[config.mk]
export PLATFORM = sky130hd
export DESIGN_NAME = msdi_back
export DESIGN_NICKNAME = d
export VERILOG_FILES = /design/src/sv/msdi_pkg.sv /design/src/sv/msdi_back.sv
export SDC_FILE = /design/constraint.sdc
export NUM_CORES = 1
export LEC_CHECK = 0
export BUFFER_PORTS_ARGS = -buffer_cell sky130_fd_sc_hd__buf_4
export CAP_MARGIN = 20
export CORE_MARGIN = 5
export CORE_UTILIZATION = 42
export DETAILED_ROUTE_END_ITERATION = 10
export PLACE_DENSITY = 0.82
export SYNTH_ARGS = -nofsm -noshare
export SYNTH_HDL_FRONTEND = slang
export SYNTH_SLANG_ARGS = --single-unit
[constraint.sdc]
create_clock -name clock -period 3.18 [get_ports clock]
set_input_delay 0.477 -clock clock [delete_from_list [all_inputs] [get_ports clock]]
set_output_delay 0.477 -clock clock [all_outputs]
set_load 0.005 [all_outputs]
[src/sv/msdi_pkg.sv]
// ----------------------------------------------------------------------------
// msdi_pkg
// Shared constants, types and helpers of the masked slice doubling
// interpolator: geometry limits, field widths, queue entry and config types.
// ----------------------------------------------------------------------------
package msdi_pkg;

   localparam int MAX_SLICES = 64;
   localparam int MAX_ROWS   = 128;
   localparam int MAX_COLS   = 128;

   localparam int SAMPLE_W   = 16;
   localparam int VALUE_W    = SAMPLE_W + 1;
   localparam int OUT_IDX_W  = 7;

   localparam int SLICE_W    = (MAX_SLICES > 1) ? $clog2(MAX_SLICES) : 1;
   localparam int ROW_W      = (MAX_ROWS > 1) ? $clog2(MAX_ROWS) : 1;
   localparam int COL_W      = (MAX_COLS > 1) ? $clog2(MAX_COLS) : 1;

   localparam int PLANE_AW   = ROW_W + COL_W;
   localparam int MASK_AW    = SLICE_W + PLANE_AW;
   localparam int PLANE_DEPTH = 2 ** PLANE_AW;
   localparam int MASK_DEPTH  = 2 ** MASK_AW;

   // compare width: holds every register value and every limit plus one
   localparam int CMP_W      = 11;

   localparam int CUTOFF_W   = 16;
   localparam int NSLICE_W   = 7;
   localparam int NROW_W     = 8;
   localparam int NCOL_W     = 8;
   localparam int CSR_IDX_W  = 2;
   localparam int CSR_DATA_W = 16;

   localparam logic signed [CUTOFF_W-1:0] CUTOFF_RESET = '0;
   localparam logic [NSLICE_W-1:0]        SLICES_RESET = NSLICE_W'(64);
   localparam logic [NROW_W-1:0]          ROWS_RESET   = NROW_W'(128);
   localparam logic [NCOL_W-1:0]          COLS_RESET   = NCOL_W'(128);

   localparam int REQ_DATA_W = ((SAMPLE_W + 7) / 8) * 8;
   localparam int RSP_FLD_W  = VALUE_W + 3 * OUT_IDX_W;
   localparam int RSP_DATA_W = ((RSP_FLD_W + 7) / 8) * 8;
   localparam int RSP_PAD_W  = RSP_DATA_W - RSP_FLD_W;

   localparam int QUEUE_DEPTH = 4;
   localparam int QPTR_W      = $clog2(QUEUE_DEPTH);
   localparam int QCNT_W      = $clog2(QUEUE_DEPTH + 1);

   typedef enum logic [CSR_IDX_W-1:0] {
      CSR_CUTOFF = 2'd0,
      CSR_SLICES = 2'd1,
      CSR_ROWS   = 2'd2,
      CSR_COLS   = 2'd3
   } csr_index_type;

   typedef struct packed {
      logic signed [CUTOFF_W-1:0] cutoff_level;
      logic [NSLICE_W-1:0]        slices_in_use;
      logic [NROW_W-1:0]          rows_in_use;
      logic [NCOL_W-1:0]          cols_in_use;
   } cfg_type;

   typedef struct packed {
      logic signed [VALUE_W-1:0] copy_value;
      logic signed [VALUE_W-1:0] interp_value;
      logic [SLICE_W-1:0]        slice;
      logic [ROW_W-1:0]          row;
      logic [COL_W-1:0]          col;
      logic                      has_interp;
      logic                      last_voxel;
   } entry_type;

   typedef enum logic {
      BACK_HEAD = 1'b0,
      BACK_COPY = 1'b1
   } back_state_type;

   // zero acts as one, anything above the limit acts as the limit
   function automatic logic [CMP_W-1:0] clamp_dim(input logic [CMP_W-1:0] v,
                                                   input logic [CMP_W-1:0] maxv);
      logic [CMP_W-1:0] res;
      if (v == '0) begin
         res = CMP_W'(1);
      end else if (v > maxv) begin
         res = maxv;
      end else begin
         res = v;
      end
      return res;
   endfunction

endpackage

[src/sv/msdi_back.sv]
// ----------------------------------------------------------------------------
// msdi_back
// Turns each queued voxel into its results: the mean for the odd output
// slice when there is one, then the copy for the even slice.
// ----------------------------------------------------------------------------
module msdi_back (
   input  logic                             clock,
   input  logic                             reset,
   input  logic                             pop_valid,
   output logic                             pop_ready,
   input  msdi_pkg::entry_type              pop_data,
   output logic                             rsp_tvalid,
   input  logic                             rsp_tready,
   output logic [msdi_pkg::RSP_DATA_W-1:0]  rsp_tdata,
   output logic                             rsp_tlast,
   output logic                             rsp_tuser
);
   import msdi_pkg::*;

   back_state_type state_ff, state_in;

   logic                      out_free;
   logic                      load;
   logic                      emit_interp;
   logic signed [VALUE_W-1:0] value;
   logic [OUT_IDX_W-1:0]      out_slice;

   logic                      rsp_tvalid_ff, rsp_tvalid_in;
   logic [RSP_DATA_W-1:0]     rsp_tdata_ff;
   logic                      rsp_tlast_ff;
   logic                      rsp_tuser_ff;

   assign out_free = !rsp_tvalid_ff || rsp_tready;
   assign load     = out_free && pop_valid;

   always_comb begin
      state_in = state_ff;
      case (state_ff)
         BACK_HEAD: begin
            if (load && pop_data.has_interp) begin
               state_in = BACK_COPY;
            end
         end
         BACK_COPY: begin
            if (load) begin
               state_in = BACK_HEAD;
            end
         end
         default: state_in = BACK_HEAD;
      endcase
   end

   always_comb begin
      emit_interp = 1'b0;
      case (state_ff)
         BACK_HEAD: emit_interp = pop_data.has_interp;
         BACK_COPY: emit_interp = 1'b0;
         default:   emit_interp = 1'b0;
      endcase
      pop_ready = out_free && !emit_interp;
   end

   always_comb begin
      if (emit_interp) begin
         value     = pop_data.interp_value;
         out_slice = OUT_IDX_W'({pop_data.slice, 1'b0}) - OUT_IDX_W'(1);
      end else begin
         value     = pop_data.copy_value;
         out_slice = OUT_IDX_W'({pop_data.slice, 1'b0});
      end
      rsp_tvalid_in = load ? 1'b1 : (out_free ? 1'b0 : rsp_tvalid_ff);
   end

   always_ff @(posedge clock) begin
      if (reset) begin
         state_ff      <= BACK_HEAD;
         rsp_tvalid_ff <= 1'b0;
      end else begin
         state_ff      <= state_in;
         rsp_tvalid_ff <= rsp_tvalid_in;
      end
   end

   always_ff @(posedge clock) begin
      if (load) begin
         rsp_tdata_ff <= {RSP_PAD_W'(0), OUT_IDX_W'(pop_data.col), OUT_IDX_W'(pop_data.row),
                          out_slice, value};
         rsp_tlast_ff <= !emit_interp;
         rsp_tuser_ff <= !emit_interp && pop_data.last_voxel;
      end
   end

   assign rsp_tvalid = rsp_tvalid_ff;
   assign rsp_tdata  = rsp_tdata_ff;
   assign rsp_tlast  = rsp_tlast_ff;
   assign rsp_tuser  = rsp_tuser_ff;

endmodule

==> summary.txt <==
Placement
  – Placed instance area: ~0.0024 sq mm
  – Placed Cells incl. Taps: about 270
  – Routability cong.: 0.821
  – Post-DP HPWL: roughly 3.3 mm
  – Port-buffer cells: approximately 100

Global route
  – Most used routing layer: met2
  – Grt met3 use: ~7.4%
  – Met1 Usage GRT: 16.1%
  – Vias in the first global route: approximately 1,300
  – Met2 Use GR: 28.1%
  – Initial antenna violation count: 0
  – GRT Util Overall: between 15 and 20%
  – Largest net degree at the start of global routing: between 40 and 50
  – Grt ovf: 0
  – First-pass GRT wire length: 6.11 mm

Drt
  – Routed len/inst: roughly 15 um
  – Vias/cell: ~4.6
  – 1st-iter DRT viols: 55
  – Residual DRC: 0
  – TritonRoute pass-1 iters: 4
  – Vias: about 1,300
  – ANT nets after route: 0
  – Routed wire length: approximately 4.3 mm

Clock network
  – CTS Buf Count: 5
  – Clk sinks: 42
  – Worst-path clk slew: 70 ps
  – H-tree levels: 2
  – Root Driver: clkbuf_8
  – Clock latency on the worst-skew pair: ~280 ps
  – Resize count post-CTS: 0
  – Clock buffer depth: 2
  – Post-CTS Hold Buffers: 0
  – TritonCTS clock tree: yes
  – Post-CTS setup buffer count: 0

Logic synthesis
  – Synth unique cells: 22
  – Synth Flop Type: edfxtp_1
  – EDFF count, synth: 40
  – Synth top area cells: edfxtp_1 73%, nand2_1 12%, dfxtp_1 2.4%
  – Cell taking the most area after synthesis: edfxtp_1
  – Ys Warns: 0
  – Ys async rst share: 0%
  – Synth Register Bits: between 40 and 50
  – Post-synth top cells: 53 x nand2_1, 40 x edfxtp_1, 5 x nor2_1
  – Synthesized instance count: 128
  – Most common cell in the netlist: nand2_1
  – Post-synthesis sequential area ratio: around three quarters
  – Netlist Area Pre-Place: about 0.0017 sq mm
  – Synth Area per Inst: between 10 and 15 sq um
  – Yosys top cell area share: between 70 and 80%

Power
  – Maximum vdd drop: 0.253 mV
  – Leak: around 1.2 nW
  – Pwr Density: slightly below 500 mW/mm^2

Worst setup path
  – Family with the most delay on the worst path: buffers and inverters
  – Critical path buffer and inverter count: 2
  – CP Capture Type: output port
  – Crit-path slowest cell: inv_2
  – R2R Path End: rsp_tdata[1]$_DFFE_PP_
  – Worst Reg-to-Reg Cells: 2
  – WS Path Type: flip-flop to output port
  – Largest fanout on the critical path: 24
  – Startpoint Class: flip-flop
  – CP Cell Sequence: nand2b_4 > inv_2 > nor2_1 > buf_4
  – FF-to-FF setup slack: 1540 ps
  – Critical path arrival: 1450 ps
  – Worst r2r src: rsp_tvalid$_SDFFE_PP0P_
  – Worst EP required: 2700 ps
  – Delay of the slowest critical-path stage: 360 ps

STA
  – Setup TNS: 0 ps
  – RSZ-0062 raised after global routing: false
  – Worst relative slew slack: a little under a third
  – Final Hold Viols: 0
  – Final setup violation count: 0
  – Max-slew violations: 0
  – Crit path time final: 1930 ps
  – Worst-Margin Slew: 1040 ps
  – WHS: ~360 ps
  – Period utilization: between 60% and 70%
  – Final Skew: 5.93 ps
  – Maximum clock rate: between 500 and 600 MHz

Hold path
  – Hold crit path type: input port to flip-flop
  – Hold EP: state_ff$_SDFF_PP0_
  – Hold_sp: reset
  – Hold Path Depth: 2

Finish
  – Share of cells above drive strength 1: a little under 50%
  – Syn-to-layout area delta: 54.3%
  – Finished Cell Area: 0.00255 sq mm
  – Total Nets Final: 292
  – Antenna diodes: 0
  – Final Non-Filler Cells: 280

Die
  – Die Footprint: roughly 0.0053 sq mm
  – Die Ht: slightly above 70 um
  – Row cnt: 22
  – Core area: roughly 0.0037 sq mm
  – # IOs: around 100
  – Initial Util: 44.2%
  – Die width: ~73 um

Run
  – Max Cap Viol: 0

Outcome
  – Outcome: finished, final reports clean
## power breakdown
part | leakage, nW | internal (mW) | switching [mW]
clock | 0.0524 | 0.235 | 0.161
sequential | 0.406 | 0.654 | 0.0100
combinational | 0.721 | 0.106 | 0.0793
## cell usage in the layout (no fill, tap or decap)
cell	synthesis	final
inv_1	3	3
conb_1	1	2
nor3_1	1	1
nor2_1	5	4
xor2_1	1	1
bufinv_16	0	1
inv_2	1	1
o21ai_0	1	1
clkbuf_1	0	2
or3_1	1	1
edfxtp_1	40	40
a21oi_1	1	1
dfxtp_1	2	2
nor2_4	0	1
nor2b_4	1	1
ha_1	1	1
and2_1	1	1
xnor2_1	4	4
clkbuf_8	0	5
nand2_1	53	53
nor4_2	1	1
nand3_1	2	2
o21ai_1	1	1
nand2b_4	1	1
buf_4	3	101
## cell type report
cell class,count,area [sq um]
Inverter,4,15.0
Clock buffer,7,76.3
Sequential cell,42,1240
Multi-Input combinational cell,77,372
Clock inverter,1,30.0
Timing Repair Buffer,101,758
Tap cell,48,60.1
Fill cell,266,1190
## worst max path at each step
stage	start	end	cells past startpoint
finish	state_ff$_SDFF_PP0_	pop_ready	4
global route	state_ff$_SDFF_PP0_	pop_ready	4
CTS	state_ff$_SDFF_PP0_	pop_ready	4
detailed placement	pop_valid	rsp_tdata[4]$_DFFE_PP_	3
global placement	pop_valid	rsp_tdata[2]$_DFFE_PP_	3
floorplan	rsp_tready	rsp_tdata[0]$_DFFE_PP_	2
## worst reg2reg max path, delay by kind of cell (launching register included)
family / cells / cell delay [ps]
simple gates: 2 / 920
flops: 1 / 320
## registers in the layout, summed over array words and instances (netlist names)
| register | flops |
|---|---|
| rsp_tdata | 38 |
| rsp_tlast | 1 |
| rsp_tuser | 1 |
| rsp_tvalid | 1 |
| state_ff | 1 |
## kinds of logic (layout without fill, tap and decap cells)
logic type	count (synthesis)	in the layout	share of synthesized area, %
xor gates and xnor gates	5	5	2.65
buffers and inverters	10	113	3.18
other	1	2	0.227
adders and majority gates	1	1	0.756
AOI/OAI and AO/OA	3	3	0.907
DFF	42	42	75.0
and+or+nand+nor	66	66	17.2
## per-stage QoR
stage	power, mW	utilization [%]	setup slack (ps)
2_1_floorplan	0.738	-	532
5_1_grt	1.30	68.2	1130
3_3_place_gp	0.859	65.3	1330
6_report	1.25	68.2	1250
4_1_cts	1.26	68.2	1220
3_5_place_dp	0.865	65.3	1310
## metal layers
layer | part of all wire [%] | up-vias
li1 | - | 627
met1 | 36 | 589
met2 | 49 | 76
met3 | 14 | 9
met4 | 1.8 | 0
met5 | 0 | -
Note: power is estimated with default switching activity, not from simulation.
