### config.mk
export PLATFORM = sky130hd
export DESIGN_NAME = msdi_queue
export DESIGN_NICKNAME = d
export VERILOG_FILES = /design/src/sv/msdi_pkg.sv /design/src/sv/msdi_queue.sv
export SDC_FILE = /design/constraint.sdc
export NUM_CORES = 1
export LEC_CHECK = 0
export ABC_CLOCK_PERIOD_IN_PS = 6350
export BUFFER_PORTS_ARGS = -buffer_cell sky130_fd_sc_hd__buf_2
export CAP_MARGIN = 25
export CELL_PAD_IN_SITES_DETAIL_PLACEMENT = 1
export CELL_PAD_IN_SITES_GLOBAL_PLACEMENT = 1
export CORE_MARGIN = 2
export CORE_UTILIZATION = 54
export CTS_BUF_LIST = sky130_fd_sc_hd__clkbuf_4 sky130_fd_sc_hd__clkbuf_8 sky130_fd_sc_hd__clkbuf_16
export DETAILED_ROUTE_END_ITERATION = 10
export PLACE_DENSITY = 0.93
export SLEW_MARGIN = 20
export SYNTH_ARGS = -nofsm -noshare
export SYNTH_HDL_FRONTEND = slang
export SYNTH_SLANG_ARGS = --single-unit
export TNS_END_PERCENT = 5
### constraint.sdc
create_clock -name clock -period 6.35 [get_ports clock]
set_clock_uncertainty 0.1 [all_clocks]
set_input_delay 1.5875 -clock clock [delete_from_list [all_inputs] [get_ports clock]]
set_output_delay 1.5875 -clock clock [all_outputs]
set_load 0.05 [all_outputs]
### src/sv/msdi_pkg.sv
// ----------------------------------------------------------------------------
// msdi_pkg
// Shared constants, types and helpers of the masked slice doubling
// interpolator: geometry limits, field widths, queue entry and config types.
// ----------------------------------------------------------------------------
package msdi_pkg;

   localparam int MAX_SLICES = 64;
   localparam int MAX_ROWS   = 128;
   localparam int MAX_COLS   = 128;

   localparam int SAMPLE_W   = 16;
   localparam int VALUE_W    = SAMPLE_W + 1;
   localparam int OUT_IDX_W  = 7;

   localparam int SLICE_W    = (MAX_SLICES > 1) ? $clog2(MAX_SLICES) : 1;
   localparam int ROW_W      = (MAX_ROWS > 1) ? $clog2(MAX_ROWS) : 1;
   localparam int COL_W      = (MAX_COLS > 1) ? $clog2(MAX_COLS) : 1;

   localparam int PLANE_AW   = ROW_W + COL_W;
   localparam int MASK_AW    = SLICE_W + PLANE_AW;
   localparam int PLANE_DEPTH = 2 ** PLANE_AW;
   localparam int MASK_DEPTH  = 2 ** MASK_AW;

   // compare width: holds every register value and every limit plus one
   localparam int CMP_W      = 11;

   localparam int CUTOFF_W   = 16;
   localparam int NSLICE_W   = 7;
   localparam int NROW_W     = 8;
   localparam int NCOL_W     = 8;
   localparam int CSR_IDX_W  = 2;
   localparam int CSR_DATA_W = 16;

   localparam logic signed [CUTOFF_W-1:0] CUTOFF_RESET = '0;
   localparam logic [NSLICE_W-1:0]        SLICES_RESET = NSLICE_W'(64);
   localparam logic [NROW_W-1:0]          ROWS_RESET   = NROW_W'(128);
   localparam logic [NCOL_W-1:0]          COLS_RESET   = NCOL_W'(128);

   localparam int REQ_DATA_W = ((SAMPLE_W + 7) / 8) * 8;
   localparam int RSP_FLD_W  = VALUE_W + 3 * OUT_IDX_W;
   localparam int RSP_DATA_W = ((RSP_FLD_W + 7) / 8) * 8;
   localparam int RSP_PAD_W  = RSP_DATA_W - RSP_FLD_W;

   localparam int QUEUE_DEPTH = 4;
   localparam int QPTR_W      = $clog2(QUEUE_DEPTH);
   localparam int QCNT_W      = $clog2(QUEUE_DEPTH + 1);

   typedef enum logic [CSR_IDX_W-1:0] {
      CSR_CUTOFF = 2'd0,
      CSR_SLICES = 2'd1,
      CSR_ROWS   = 2'd2,
      CSR_COLS   = 2'd3
   } csr_index_type;

   typedef struct packed {
      logic signed [CUTOFF_W-1:0] cutoff_level;
      logic [NSLICE_W-1:0]        slices_in_use;
      logic [NROW_W-1:0]          rows_in_use;
      logic [NCOL_W-1:0]          cols_in_use;
   } cfg_type;

   typedef struct packed {
      logic signed [VALUE_W-1:0] copy_value;
      logic signed [VALUE_W-1:0] interp_value;
      logic [SLICE_W-1:0]        slice;
      logic [ROW_W-1:0]          row;
      logic [COL_W-1:0]          col;
      logic                      has_interp;
      logic                      last_voxel;
   } entry_type;

   typedef enum logic {
      BACK_HEAD = 1'b0,
      BACK_COPY = 1'b1
   } back_state_type;

   // zero acts as one, anything above the limit acts as the limit
   function automatic logic [CMP_W-1:0] clamp_dim(input logic [CMP_W-1:0] v,
                                                   input logic [CMP_W-1:0] maxv);
      logic [CMP_W-1:0] res;
      if (v == '0) begin
         res = CMP_W'(1);
      end else if (v > maxv) begin
         res = maxv;
      end else begin
         res = v;
      end
      return res;
   endfunction

endpackage

### src/sv/msdi_queue.sv
// ----------------------------------------------------------------------------
// msdi_queue
// Short first-in first-out queue of classified voxels between the front
// and the back part.
// ----------------------------------------------------------------------------
module msdi_queue (
   input  logic                clock,
   input  logic                reset,
   input  logic                push_valid,
   output logic                push_ready,
   input  msdi_pkg::entry_type push_data,
   output logic                pop_valid,
   input  logic                pop_ready,
   output msdi_pkg::entry_type pop_data
);
   import msdi_pkg::*;

   entry_type         slot_ff [QUEUE_DEPTH];
   logic [QPTR_W-1:0] wr_ptr_ff, wr_ptr_in;
   logic [QPTR_W-1:0] rd_ptr_ff, rd_ptr_in;
   logic [QCNT_W-1:0] count_ff, count_in;
   logic              push, pop;

   assign push_ready = (count_ff != QCNT_W'(QUEUE_DEPTH));
   assign pop_valid  = (count_ff != '0);
   assign pop_data   = slot_ff[rd_ptr_ff];
   assign push       = push_valid && push_ready;
   assign pop        = pop_valid && pop_ready;

   always_comb begin
      wr_ptr_in = wr_ptr_ff;
      rd_ptr_in = rd_ptr_ff;
      count_in  = count_ff;
      if (push) begin
         wr_ptr_in = (wr_ptr_ff == QPTR_W'(QUEUE_DEPTH - 1)) ? '0 : wr_ptr_ff + QPTR_W'(1);
      end
      if (pop) begin
         rd_ptr_in = (rd_ptr_ff == QPTR_W'(QUEUE_DEPTH - 1)) ? '0 : rd_ptr_ff + QPTR_W'(1);
      end
      if (push && !pop) begin
         count_in = count_ff + QCNT_W'(1);
      end else if (pop && !push) begin
         count_in = count_ff - QCNT_W'(1);
      end
   end

   always_ff @(posedge clock) begin
      if (reset) begin
         wr_ptr_ff <= '0;
         rd_ptr_ff <= '0;
         count_ff  <= '0;
      end else begin
         wr_ptr_ff <= wr_ptr_in;
         rd_ptr_ff <= rd_ptr_in;
         count_ff  <= count_in;
      end
   end

   always_ff @(posedge clock) begin
      if (push) begin
         slot_ff[wr_ptr_ff] <= push_data;
      end
   end

endmodule

==> summary by stage <==
Min path
The type of the most critical hold path is reg2reg.

Floorplan
The floorplan has 45 rows. The die covers 16800 sq um. The horizontal extent of the die is 130 um. The vertical die dimension is 130 um.

118 I/O pins were placed. The initial utilization of the core area, before any placement, comes to 55.8%. The total core area is 15300 sq um.

Cells and area
The layout net count is 541. The multi-input logic area is 1550 sq um. The area used by sequential logic in the layout is 6910 sq um. The share of post-route cells with drive strength above 1 is 46.5%. Counting the fill cells in the layout gives 1262. The top cell types in the final layout, fill and taps aside, are sky130_fd_sc_hd__edfxtp_1, sky130_fd_sc_hd__buf_2, sky130_fd_sc_hd__mux4_2, sky130_fd_sc_hd__clkbuf_16, sky130_fd_sc_hd__clkbuf_4. The final standard cell count with taps included and fillers excluded is 703. The area growth from synthesis to layout is 18.7%.

Once layout is complete, the utilization of the core stands at 66.2%. With fillers left out, the area of the finished cells amounts to 10100 sq um. The most frequent standard cell in the layout excluding fill and tap cells is sky130_fd_sc_hd__edfxtp_1.

Place
The cell area reported after detailed placement is 9360 sq um. At the placement stage, the worst setup path has a slack of 2.41 ns. The final weighted congestion of routability-driven global placement is 0.679. The post-placement cell count is 660. The number of I/O port buffers is 117. Detailed placement finished with a half-perimeter wire length of 10.4 mm.

Run status
The run finished with clean final reports.

Power and ir drop
Per report_power, the clock group accounts for 30.1% of the total. Net switching is 32.1% of the power. The cell internal power dissipation is 3.07 mW.

The total power draw is 4.52 mW. The worst-case IR drop observed on VDD is 215 uV. In this run, the combinational gates consume 26.6% of the power. Summed over all nets, the switching power comes to 1.45 mW. Power spread over the standard cell area amounts to 446 nW/um^2. The analysis attributes to cell leakage a power of 3.45 nW. The proportion of power drawn by flip-flops and latches is 43.3%.

STA
The number of failing hold endpoints at the final stage is 0. The worst path needs 4.35 ns of the cycle, external delays included. Derived from the worst setup path, the maximum achievable clock frequency is 230 MHz. The max-slew headroom at the worst pin is 44.6%.

The tightest hold path in the finished design has a slack of 0.426 ns. The setup-violating endpoint count in the final report is 0. Summed over all failing endpoints, the final setup total negative slack is 0 ns.

The portion of the clock cycle consumed by the worst path in the final layout is 68.6%. For the pin with the worst max-slew slack, the measured transition is 0.832 ns. The count of final max-slew check failures is 0. The final critical-path setup slack is 2.00 ns. Setup repair after global routing left no endpoint under its margin.

Route
The count of routing violations after the opening detailed-route iteration is 235. The sum of routed wire length over all layers is 16.8 mm. The remaining number of nets flagged by the antenna check after routing is 0. The via-per-instance ratio is 5.56. For this run, design rule violations remaining after detail routing come to 0. Dividing the detail-routed wire length by the instance count gives 24.0 um.

The routed layout has 3911 vias. The number of iterations in the first detailed-routing pass is 4.

Clock tree
The post-CTS resize count is 0. The number of buffers on the longest clock path is 3. The number of buffers added for setup after CTS is 0. The number of clock sinks seen by CTS is 233. The TritonCTS clock tree is yes. The clock-pin slew on the worst setup and hold paths is 0.05 ns. The deepest level of the CTS H-tree is 1. The clock root buffer is sky130_fd_sc_hd__clkbuf_16. The number of clock buffers added by TritonCTS is 23. The number of buffers inserted for hold repair after clock tree synthesis is 0. The clock reaches the later pin of the worst-skew pair after 0.50 ns.

Synthesis
After technology mapping, the gate count stands at 340. Counting every net in the synthesized netlist gives 407. The post-synthesis instance area is 8540 sq um.

The synthesized netlist contains 26 unique library cells. The flip-flop and latch count after synthesis is 233. Dividing the synthesized area by the synthesized cell count gives 25.1 sq um.

The Yosys step of the flow raised 0 warnings. The share of the Yosys chip area taken by registers is 80.9%.

GRT
The global-route wire length before repair is 25.7 mm. Global routing used 20.7% of the available tracks across all layers. For this run the aggregate overflow at the end of global routing stands at 0. The pin count of the biggest net entering global routing is 57.

The number of global-route vias before repair was 4403. The initial antenna violation count came to 1.

Critical path
STA classifies the critical path endpoint as an output pin. The arrival time of the worst setup path is 2.67 ns. STA puts the critical path data required time at 4.66 ns. The critical path in this run is classified as reg2out. STA classifies the critical path startpoint as a flop. The largest driver fanout on the critical path is 30.

Flow run
Across the run, the number of max-cap violations was 0.
final cells by class:
cell class | count | share of cell area [%]
diodes | 2 | 0.0494
repair buffers | 123 | 6.22
clock buffers | 32 | 6.41
clock inverters | 9 | 1.20
multi-input cells | 90 | 15.2
inverters | 3 | 0.111
well taps | 211 | 2.60
flip-flops and latches | 233 | 68.2
power groups by stage:
stage	combinational (mW)	clock, mW	sequential, mW
2_1_floorplan	0.982	0	1.93
3_3_place_gp	1.18	0	1.97
3_5_place_dp	1.22	0	1.99
4_1_cts	1.22	1.39	1.96
5_1_grt	1.27	1.44	1.98
6_report	1.20	1.36	1.96
flip-flops by register name, indices dropped and copies added, names as in the netlist, named ones only:
signal and cells:
slot_ff 224, count_ff 3, rd_ptr_ff 2, wr_ptr_ff 2
cell usage after synthesis (all sizes together):
cell type | instances | share of area (%)
xor2 | 2 | 0.21
and3 | 4 | 0.35
nor2 | 3 | 0.13
fa | 1 | 0.23
nand2 | 1 | 0.044
dfxtp | 9 | 2.1
o31ai | 2 | 0.23
nand2b | 2 | 0.15
ha | 6 | 0.88
nand3 | 1 | 0.059
o21ai | 1 | 0.059
buf | 10 | 0.70
mux2i | 3 | 0.35
inv | 3 | 0.13
clkbuf | 4 | 0.19
a21oi | 2 | 0.12
and2 | 1 | 0.10
edfxtp | 224 | 79
nor3 | 1 | 0.059
mux4 | 56 | 15
or3 | 3 | 0.25
or3b | 1 | 0.10
routing by layer:
| layer | wire length, um | global-route usage [%] | share of wire (%) | vias to the layer above |
|---|---|---|---|---|
| li1 | - | - | - | 1719 |
| met4 | 259 | 5.95 | 1.5 | 0 |
| met1 | 6530 | 26.5 | 39 | 2031 |
| met3 | 1040 | 3.77 | 6.2 | 18 |
| met5 | 0 | 0 | 0 | - |
| met2 | 9010 | 36.7 | 54 | 143 |
critical path: stages, from the launching register on:
cell and delay, ns:
sky130_fd_sc_hd__dfxtp_4 0.69, sky130_fd_sc_hd__buf_4 0.61, sky130_fd_sc_hd__mux4_2 0.61, sky130_fd_sc_hd__buf_2 0.23
path summary, 6_finish.rpt:
kind | start | to | slack [ns] | depth (start not counted)
min reg2reg | rd_ptr_ff[0]$_SDFFE_PP0P_ | flop | 0.43 | 2
min | rd_ptr_ff[0]$_SDFFE_PP0P_ | flop | 0.43 | 2
max reg2reg | count_ff[0]$_SDFFE_PP0P_ | count_ff[2]$_SDFFE_PP0P_ | 3.73 | 7
max | flop | pop_data[21] | 2.00 | 3
cells by family after synthesis:
group	count (synthesis)	share of synthesized area (%)
AOI/OAI and AO/OA	5	0.410
muxes	59	15.1
adders and majority gates	7	1.11
buffers and inverters	17	1.03
and+or+nand+nor	17	1.25
xor gates and xnor gates	2	0.205
DFF	233	80.9
(Power assumes the default switching activity.)
